`config.mk`:
```
export PLATFORM = sky130hd
export DESIGN_NAME = positional_array_list
export DESIGN_NICKNAME = d
export VERILOG_FILES = /design/src/rtl/core/pal_pkg.sv /design/src/rtl/core/pal_cell.sv /design/src/rtl/core/pal_find.sv /design/src/rtl/core/positional_array_list.sv
export SDC_FILE = /design/constraint.sdc
export NUM_CORES = 2
export LEC_CHECK = 0
export BUFFER_PORTS_ARGS = -buffer_cell sky130_fd_sc_hd__buf_2
export CAP_MARGIN = 20
export CORE_UTILIZATION = 30
export DETAILED_ROUTE_END_ITERATION = 8
export GPL_ROUTABILITY_DRIVEN = 0
export PLACE_DENSITY_LB_ADDON = 0.3
export SLEW_MARGIN = 20
export SYNTH_ARGS = -nofsm -noshare
export SYNTH_HDL_FRONTEND = slang
export SYNTH_SLANG_ARGS = --single-unit
export TNS_END_PERCENT = 1
```
`constraint.sdc`:
```
create_clock -name clk -period 6.6 [get_ports clk]
set_input_delay 0.66 -clock clk [delete_from_list [all_inputs] [get_ports clk]]
set_output_delay 0.66 -clock clk [all_outputs]
set_load 0.02 [all_outputs]
```
`src/rtl/core/pal_pkg.sv`:
```
`timescale 1ns / 1ps
`default_nettype none
// ----------------------------------------------------------------------------
// Positional array list package
// Sizes, operation and status codes, and the word and control structs shared
// by the list cells, the find scanner and the top level.
// ----------------------------------------------------------------------------
package pal_pkg;

  localparam int CAPACITY = 16;

  localparam int OP_W  = 3;
  localparam int POS_W = 4;
  localparam int VAL_W = 32;
  localparam int ST_W  = 2;
  localparam int EC_W  = 5;

  localparam int CNT_W = $clog2(CAPACITY + 1);
  localparam int IDX_W = $clog2(CAPACITY);
  localparam int CMP_W = (CNT_W > POS_W) ? CNT_W : POS_W;

  localparam int GRP    = 2 ** POS_W;
  localparam int NGRP   = (CAPACITY + GRP - 1) / GRP;
  localparam int SCAN_W = NGRP * GRP;
  localparam int GL_W   = $clog2(NGRP + 1);

  typedef logic [OP_W-1:0] op_t;
  typedef logic [ST_W-1:0] status_t;

  localparam op_t OP_INSERT = 3'd0;
  localparam op_t OP_DELETE = 3'd1;
  localparam op_t OP_READ   = 3'd2;
  localparam op_t OP_CLEAR  = 3'd3;
  localparam op_t OP_FIND   = 3'd4;

  localparam status_t ST_OK       = 2'd0;
  localparam status_t ST_FULL     = 2'd1;
  localparam status_t ST_BAD      = 2'd2;
  localparam status_t ST_NOTFOUND = 2'd3;

  typedef struct packed {
    op_t                     operation;
    logic [POS_W-1:0]        position;
    logic signed [VAL_W-1:0] value;
  } item_t;

  typedef struct packed {
    status_t                 status;
    logic signed [VAL_W-1:0] read_value;
    logic [POS_W-1:0]        found_position;
    logic [EC_W-1:0]         entry_count;
    logic                    is_empty;
    logic                    is_full;
  } result_t;

  typedef struct packed {
    logic                    ins;
    logic                    del;
    logic [CMP_W-1:0]        pos;
    logic [CMP_W-1:0]        cnt;
    logic signed [VAL_W-1:0] val;
  } cell_ctrl_t;

  typedef struct packed {
    logic             valid;
    logic             hit;
    logic [POS_W-1:0] fpos;
  } find_res_t;

endpackage
`default_nettype wire

```
`src/rtl/core/pal_cell.sv`:
```
`timescale 1ns / 1ps
`default_nettype none
// ----------------------------------------------------------------------------
// Positional array list cell
// Holds one list entry, takes its neighbor's entry on a shift and flags a
// match against the search value.
// ----------------------------------------------------------------------------
module pal_cell (
  input  wire logic                            clk,
  input  wire logic [pal_pkg::CMP_W-1:0]       index,
  input  wire pal_pkg::cell_ctrl_t             ctrl,
  input  wire logic signed [pal_pkg::VAL_W-1:0] left_val,
  input  wire logic signed [pal_pkg::VAL_W-1:0] right_val,
  output logic signed [pal_pkg::VAL_W-1:0]      val_out,
  output logic                                 hit
);

  logic signed [pal_pkg::VAL_W-1:0] entry;
  logic signed [pal_pkg::VAL_W-1:0] entry_next;

  always_comb begin
    entry_next = entry;
    if (ctrl.ins) begin
      if (index > ctrl.pos) begin
        entry_next = left_val;
      end else if (index == ctrl.pos) begin
        entry_next = ctrl.val;
      end
    end else if (ctrl.del && (index >= ctrl.pos)) begin
      entry_next = right_val;
    end
  end

  always_ff @(posedge clk) begin
    entry <= entry_next;
  end

  assign val_out = entry;
  assign hit     = (index < ctrl.cnt) && (entry == ctrl.val);

endmodule
`default_nettype wire

```
`src/rtl/core/pal_find.sv`:
```
`timescale 1ns / 1ps
`default_nettype none
// ----------------------------------------------------------------------------
// Positional array list find scanner
// Captures the match flags of all cells and walks them one group of sixteen
// per cycle to report the first match.
// ----------------------------------------------------------------------------
module pal_find (
  input  wire logic                           clk,
  input  wire logic                           rst,
  input  wire logic                           load,
  input  wire logic [pal_pkg::CAPACITY-1:0]   hits,
  output logic                                active,
  output pal_pkg::find_res_t                  res
);

  logic [pal_pkg::SCAN_W-1:0] scan;
  logic [pal_pkg::GL_W-1:0]   grp_left;
  logic [pal_pkg::GRP-1:0]    low;
  logic [pal_pkg::POS_W-1:0]  enc;

  assign low = scan[pal_pkg::GRP-1:0];

  always_comb begin
    enc = '0;
    for (int i = pal_pkg::GRP - 1; i >= 0; i--) begin
      if (low[i]) begin
        enc = pal_pkg::POS_W'(i);
      end
    end
  end

  always_comb begin
    res.valid = active && ((|low) || (grp_left == '0));
    res.hit   = |low;
    res.fpos  = (|low) ? enc : '0;
  end

  always_ff @(posedge clk) begin
    if (rst) begin
      active <= 1'b0;
    end else if (load) begin
      active <= 1'b1;
    end else if (res.valid) begin
      active <= 1'b0;
    end
  end

  always_ff @(posedge clk) begin
    if (load) begin
      scan     <= pal_pkg::SCAN_W'(hits);
      grp_left <= pal_pkg::GL_W'(pal_pkg::NGRP - 1);
    end else if (active) begin
      scan     <= scan >> pal_pkg::GRP;
      grp_left <= grp_left - 1'b1;
    end
  end

endmodule
`default_nettype wire

```
`src/rtl/core/positional_array_list.sv`:
```
`timescale 1ns / 1ps
`default_nettype none
// ----------------------------------------------------------------------------
// Positional array list
// Ordered list of signed words in a row of cells with insert, delete, read,
// clear and find-first operations.
// ----------------------------------------------------------------------------
//   channel   handshake           word
//   input     start / busy        item   (operation, position, value)
//   output    done                result (status, read value, position, count)
//
// Insert, delete, read, clear and unused codes finish at once: the result
// strobe follows the accepting edge and busy stays low, so items may follow
// back to back. Find holds busy while it walks the cells a group of sixteen
// at a time, up to the first group with a match or the last group, then
// strobes its result. Reset empties the list; entry contents are not cleared.
// The receiver cannot stall, so each result is shown for exactly one cycle.
// ----------------------------------------------------------------------------
module positional_array_list (
  input  wire logic            clk,
  input  wire logic            rst,
  input  wire logic            start,
  input  wire pal_pkg::item_t  item,
  output logic                 busy,
  output logic                 done,
  output pal_pkg::result_t     result
);

  logic [pal_pkg::CNT_W-1:0]         count;
  logic [pal_pkg::CNT_W-1:0]         count_next;
  logic signed [pal_pkg::VAL_W-1:0]  cell_val [pal_pkg::CAPACITY];
  logic [pal_pkg::CAPACITY-1:0]      cell_hit;
  pal_pkg::cell_ctrl_t               ctrl;
  pal_pkg::find_res_t                fres;
  pal_pkg::result_t                  res_next;
  logic                              find_active;
  logic                              accept;
  logic [pal_pkg::CMP_W-1:0]         pos_w;
  logic [pal_pkg::CMP_W-1:0]         cnt_w;
  logic                              ins_ok;
  logic                              del_ok;
  logic                              rd_ok;
  logic                              is_full_now;

  assign busy   = find_active;
  assign accept = start && !busy;
  assign pos_w  = pal_pkg::CMP_W'(item.position);
  assign cnt_w  = pal_pkg::CMP_W'(count);

  assign is_full_now = (count == pal_pkg::CNT_W'(pal_pkg::CAPACITY));
  assign ins_ok = !is_full_now && (pos_w <= cnt_w);
  assign del_ok = pos_w < cnt_w;
  assign rd_ok  = pos_w < cnt_w;

  always_comb begin
    ctrl.ins = accept && (item.operation == pal_pkg::OP_INSERT) && ins_ok;
    ctrl.del = accept && (item.operation == pal_pkg::OP_DELETE) && del_ok;
    ctrl.pos = pos_w;
    ctrl.cnt = cnt_w;
    ctrl.val = item.value;
  end

  for (genvar i = 0; i < pal_pkg::CAPACITY; i++) begin : g_cell
    logic signed [pal_pkg::VAL_W-1:0] left_val;
    logic signed [pal_pkg::VAL_W-1:0] right_val;
    if (i == 0) begin : g_first
      assign left_val = '0;
    end else begin : g_mid
      assign left_val = cell_val[i-1];
    end
    if (i == pal_pkg::CAPACITY - 1) begin : g_last
      assign right_val = cell_val[i];
    end else begin : g_inner
      assign right_val = cell_val[i+1];
    end
    pal_cell u_cell (
      .clk       (clk),
      .index     (pal_pkg::CMP_W'(i)),
      .ctrl      (ctrl),
      .left_val  (left_val),
      .right_val (right_val),
      .val_out   (cell_val[i]),
      .hit       (cell_hit[i])
    );
  end

  pal_find u_find (
    .clk    (clk),
    .rst    (rst),
    .load   (accept && (item.operation == pal_pkg::OP_FIND)),
    .hits   (cell_hit),
    .active (find_active),
    .res    (fres)
  );

  always_comb begin
    count_next = count;
    res_next   = '0;
    if (fres.valid) begin
      res_next.status         = fres.hit ? pal_pkg::ST_OK : pal_pkg::ST_NOTFOUND;
      res_next.found_position = fres.fpos;
    end else begin
      case (item.operation)
        pal_pkg::OP_INSERT: begin
          if (is_full_now) begin
            res_next.status = pal_pkg::ST_FULL;
          end else if (!ins_ok) begin
            res_next.status = pal_pkg::ST_BAD;
          end else begin
            count_next = count + 1'b1;
          end
        end
        pal_pkg::OP_DELETE: begin
          if (del_ok) begin
            count_next = count - 1'b1;
          end else begin
            res_next.status = pal_pkg::ST_BAD;
          end
        end
        pal_pkg::OP_READ: begin
          if (rd_ok) begin
            res_next.read_value = cell_val[pos_w[pal_pkg::IDX_W-1:0]];
          end else begin
            res_next.status = pal_pkg::ST_BAD;
          end
        end
        pal_pkg::OP_CLEAR: begin
          count_next = '0;
        end
        default: begin
        end
      endcase
    end
    res_next.entry_count = pal_pkg::EC_W'(count_next);
    res_next.is_empty    = (count_next == '0);
    res_next.is_full     = (count_next == pal_pkg::CNT_W'(pal_pkg::CAPACITY));
  end

  always_ff @(posedge clk) begin
    if (rst) begin
      count <= '0;
      done  <= 1'b0;
    end else begin
      done <= fres.valid || (accept && (item.operation != pal_pkg::OP_FIND));
      if (accept) begin
        count <= count_next;
      end
    end
  end

  always_ff @(posedge clk) begin
    result <= res_next;
  end

endmodule
`default_nettype wire
```
=== After elaboration in Yosys (flattened, before gate mapping) ===
Cells that the tools add are included.

* Muxes and demuxes: 95
* Reductions and logical operators: 88
* Order comparisons: 50
* Bitwise gates (word level): 6
* Eq/ne operators: 53
* $add $sub $neg: 3

{| class="wikitable"
|+ Operator list
! operator !! number
|-
| $mux 32 || 64
|-
| $eq 32x32->1 || 16
|-
| $bmux 32 s4 || 1
|-
| $ne 3x1->1 const B || 15
|-
| $logic_and 1x1->1 || 40
|-
| $lt 4x5->1 const A || 8
|-
| $reduce_bool 2->1 || 18
|-
| $eq 4x4->1 const A || 8
|-
| $gt 4x4->1 const A || 8
|-
| $mux 16 || 2
|-
| $mux 4 || 8
|-
| $reduce_and 2->1 || 16
|-
| $ge 4x4->1 const A || 7
|-
| $lt 3x5->1 const A || 4
|-
| $mux 5 || 4
|-
| $eq 3x4->1 const A || 4
|-
| $ge 3x4->1 const A || 4
|-
| $gt 3x4->1 const A || 4
|-
| $reduce_or 16->1 || 1
|-
| $pmux 5 s3 || 1
|-
| $mux 2 || 7
|-
| $mux 3 || 4
|-
| $eq 5x5->1 const B || 2
|-
| $logic_not 5->1 || 2
|-
| other kinds (30) || 47
|}

* Bits of input ports: 42
* Register bits after elaboration: 581
* Word-level logic and storage cells: 325
* Output and inout bits: 47

=== Depth between registers and ports, before layout ===
* Word-level depth: 15
* Depth in mapped cells: 17
* Depth with buffers taken out: 9

=== Modules after synthesis ===
Synthesis repeated with hierarchy kept, for this count alone.

* Cell total of the unflattened synthesis: 5,299
* Area total of the unflattened synthesis: 50,218.2 µm²

{| class="wikitable"
|+ By module, submodules not included
! module !! sequential area each (µm²) !! instances !! cells an instance !! area each (µm²)
|-
| pal_cell (g_cell[14].u_cell ...) || 960.9 || 11 || 297 || 2,708.8
|-
| pal_cell (g_cell[0].u_cell ...) || 960.9 || 5 || 297 || 2,721.4
|-
| positional_array_list || 1,021.0 || 1 || 474 || 5,947.0
|-
| pal_find || 520.5 || 1 || 73 || 867.1
|}

=== Least setup slack after synthesis ===
OpenSTA, ideal clock, no wires.

* Path kind: input-to-reg
* From: in item[32] in the netlist's numbering
* To: reg g_cell[0].u_cell.entry (netlist bit g_cell[0].u_cell.val_out[0]) (enable)
* Buffers on the path: 5
* Stages on the path: 13
* Data required time: 6.139 ns
* Arrival: 5.407 ns
* Slack: 0.732 ns
* Setup time: 0.461 ns
* Path through: clkbuf_1 buf_1 buf_1 buf_2 buf_2 inv_1 ha_1 nand3_1 o21ai_1 nand2_1 o21ai_0 nand2_1 nor3_1

* Cells in the longest elaborated chain, start to end: 5
* Elaborated cells on any way between the ends: 12
* Classes of those cells: order compare (4); eq/ne (1); reduce/logical (7)

{| class="wikitable"
|+ Ends and longest elaborated chain
! what !! RTL line !! source
|-
| start, declared || positional_array_list.sv:23 || <nowiki>input wire pal_pkg::item_t item,</nowiki>
|-
| $le 4x5->1 / $lt 4x5->1 (equally long branches) || positional_array_list.sv:51, positional_array_list.sv:52 ||
|-
| $logic_and 1x1->1, on equally long branches || positional_array_list.sv:51, positional_array_list.sv:57 ||
|-
| $logic_and 1x1->1, on equally long branches || positional_array_list.sv:56, pal_cell.sv:29 ||
|-
| $ne 3x1->1 (no line) / $reduce_bool 2->1 (equally long branches) || n/a ||
|-
| $reduce_and 2->1 (no line) (*) || n/a ||
|-
| end signal, assigned || pal_cell.sv:35 || <nowiki>entry <= entry_next;</nowiki>
|-
| end, declared || pal_cell.sv:18 || <nowiki>logic signed [pal_pkg::VAL_W-1:0] entry;</nowiki>
|}

Every way passes the cells marked *; elsewhere a longest branch is shown, timed or not.
A chain may end at the register's enable or synchronous reset.

=== Worst setup path in the final report ===
* From: reg count (netlist bit cnt_w[1])
* To: reg g_cell[1].u_cell.entry (netlist bit g_cell[1].u_cell.val_out[3]) (enable)

* Cells in the longest elaborated chain, start to end: 6
* Elaborated cells on any way between the ends: 11
* Classes of those cells: order compare (2); eq/ne (2); reduce/logical (7)

{| class="wikitable"
|+ Ends and longest elaborated chain
! what !! RTL line !! source
|-
| start, declared || positional_array_list.sv:29 || <nowiki>logic [pal_pkg::CNT_W-1:0] count;</nowiki>
|-
| start signal, assigned || positional_array_list.sv:146 || <nowiki>count <= count_next;</nowiki>
|-
| parallel branches: the longest is 5 deep, another holds $le 4x5->1 || n/a ||
|-
| $reduce_and 2->1 (no line) (*) || n/a ||
|-
| end signal, assigned || pal_cell.sv:35 ||
|-
| end, declared || pal_cell.sv:18 ||
|}

Every way passes the cells marked *.

==> results.yml <==
place:
  placed_cell_area_um2: 40000
  dpl.hpwl_um: 104000
  placement.io_buffers: 88
  pre_cts_slack_ps: 1620
  dpl.cell_count: 5009
clock_network:
  cts_root_buf: "clkbuf_16"
  cts_max_level: 3
  hold_buf_cts: 0
  clk-insertion-delay-late_ps: 690
  cts_tree: "built"
  clockBufferDepth: 3
  clkSlewWorstSetupHoldPaths_ps: 50
  cts_inserted_buffers: 75
  cts_repair_resize_count: 0
  clkSinkCount: 581
  post-cts-setup-buffers: 0
timing:
  maxClockFrequency_ghz: 0.205
  hold_violations: 0
  period_minus_slack_ps: 4870
  post-route-period-util_pct: 73.8
  fin_hold_ws_ps: 259
  setup_viol: 0
  final_critical_path_setup_slack_ps: 1730
  timing.slew.headroom_pct: 26.1
  clock_skew_ps: 40.7
  rsz0062_at_grt: "no"
  slew_violations: 0
  fin_setup_tns_ps: 0
  max_slew.worst_pin.slew_ps: 1110
worst_setup_path:
  critical-path-max-stage-delay_ps: 770
  timing_worst_setup_path_type: "reg -> reg"
  setup.worst_path.start_class: "flop"
  critical_path.top_delay_family: "simple AND/OR/NAND/NOR gates"
  maximum_fanout_encountered_on_the_critical_timing_path: 17
  worst-path-buf-inv: 3
  cp.arrival_ps: 5210
  crit_path_cell_trace: "inv_1, ha_1, nor2b_1, o21ai_0, nand2_1, o21ai_0, buf_4, nand2_1, nor2_4, buf_4"
  worstReg2RegStart: "cnt_w[1]"
  crit_path_from: "cnt_w[1]"
  timing.critical_path.required_ps: 6930
  cpMaxStageDelayCell: "nor2_4"
  cp-end-kind: "flop"
grt:
  grt_max_degree: 223
  first_global_vias: 27000
  antenna_found_initial: 12
  grt_util_all_layers_pct: 21.8
  grt_first_pass_wirelength_um: 201000
  global_route.overflow_total: 0
final_layout:
  fin_area_um2: 42300
  area_growth_pct: 11.4
  final_cell_count_no_fill: 5146
  num-nets-final: 3486
  post-route-util_pct: 33.7
  post_route_cells_drive_above_1_share_pct: 13.7
routing:
  detail_route.first_pass.iterations: 5
  drtAntennaViolNets: 0
  postRouteWirelength_um: 142000
  wire_per_inst_um: 27.6
  vias_cell: 5.48
  initialDrtViolationCount: 3656
  dr_total_vias: 28200
  route.detailed.drc: 0
logic_synthesis:
  synth.yosys.seq_area_share_pct: 44.5
  synth-edff-count: 528
  postSynthCellCount: 3548
  ys_types: 59
  syn-cell-area_um2: 38000
  ys_async_sr_fraction_pct: 0
  postSynthAreaPerCell_um2: 10.7
  synth_seq_cells: 581
  ys_warn_count: 0
  synthesis.nets: 3598
  synthFlopType: "edfxtp_1"
min_path:
  timing.hold.worst.class: "in -> reg"
  worstHoldStart: "rst"
die:
  initial_core_util_pct: 30.3
  floorplan.core_area_um2: 126000
  die_width_um: 358
  ioPinCount: 89
  die-area_um2: 128000
  placement_rows: 130
  die-height_um: 358
power:
  power_mw: 9.34
  power_density_nw_per_um2: 221
  vdd_ir_drop_max_mv: 0.175
  total_leakage_power_nw: 15.7
outcome:
  run_status: "finished clean"
flow_run:
  maxCapViolCount: 0
## placed cells by master (no fill, tap or decap), types with 53 or more instances in the layout
cell	synthesis	layout
xor2_1	254	254
nor2_1	72	64
nand4_1	84	84
clkbuf_16	0	78
mux4_2	136	136
xnor2_1	259	259
edfxtp_1	528	528
o21ai_0	423	423
nand2_1	603	599
buf_2	35	85
mux2i_1	448	448
nor4_1	82	82
buf_4	0	56
dfxtp_1	53	53
## metal layers
| metal | share of wire (%) | global-route usage (%) | vias to the layer above |
|---|---|---|---|
| li1 | - | - | 12700 |
| met1 | 42 | 29.4 | 14000 |
| met5 | 0.015 | 0 | - |
| met3 | 6.8 | 3.14 | 263 |
| met4 | 7.2 | 14.4 | 4 |
| met2 | 44 | 32.4 | 1271 |
## synth_stat cells, drive strengths merged, types with 4 or more instances
cell,instances,area share (%)
a2111oi,8,0.18
nor3,10,0.13
nor2b,28,0.46
edfxtp,528,42
nor2,72,0.71
nor4,87,1.6
and3,10,0.16
a211oi,11,0.22
nand2,603,6.0
and2,4,0.069
inv,13,0.13
a31oi,37,0.65
o41ai,4,0.11
mux2,40,1.2
buf,75,0.90
xnor2,259,6.0
mux4,136,8.1
a21oi,23,0.30
nand3,13,0.17
o21ai,427,5.6
o22ai,17,0.28
mux2i,448,12
xor2,254,5.9
clkbuf,264,2.6
nand4,84,1.4
dfxtp,53,2.8
ha,8,0.26
## report_power, final
group	total [mW]	switching [mW]	leakage, nW	internal [mW]
Sequential	4.10	0.0581	5.20	4.04
Combinational	1.18	0.762	9.36	0.418
Clock	4.06	1.72	1.16	2.35
Total	9.34	2.54	15.7	6.81
## final timing paths
kind | end | slack (ps) | cells past startpoint
hold reg to reg | u_find.active | 530 | 2
setup reg to reg | g_cell[1].u_cell.val_out[3] | 1730 | 10
hold / removal | cnt_w[1] | 260 | 2
setup / recovery | g_cell[1].u_cell.val_out[3] | 1730 | 10
## cells by family after synthesis
| logic type | Yosys count | share of synthesized area [%] |
|---|---|---|
| AOI/OAI and AO/OA | 543 | 7.73 |
| xor gates and xnor gates | 513 | 11.8 |
| adders and majority gates | 8 | 0.263 |
| buffers and inverters | 352 | 3.63 |
| DFF | 581 | 44.5 |
| muxes | 624 | 21.0 |
| and+or+nand+nor | 927 | 11.0 |
## state kept, by name, summed over array words and instances (netlist names)
name                   count
g_cell.u_cell.val_out    512
result                    45
u_find.low                16
cnt_w                      5
done                       1
u_find.active              1
u_find.grp_left            1
## worst reg2reg max path: stages, from the launching register on
cell and delay [ps]:
dfxtp_1 450, inv_1 270, ha_1 400, nor2b_1 150, o21ai_0 400, nand2_1 200
o21ai_0 600, buf_4 270, nand2_1 600, nor2_4 770, buf_4 400
## final cells by class
type	instances	area (um^2)
Clock buffer	116	2210
Inverter	13	51.3
Sequential cell	581	16900
Clock inverter	20	153
Timing Repair Buffer	150	1010
Antenna cell	1	2.50
Fill cell	12600	83200
Multi-Input combinational cell	2615	19900
Tap cell	1650	2060
No activity file was read; power rests on OpenSTA's default activity.
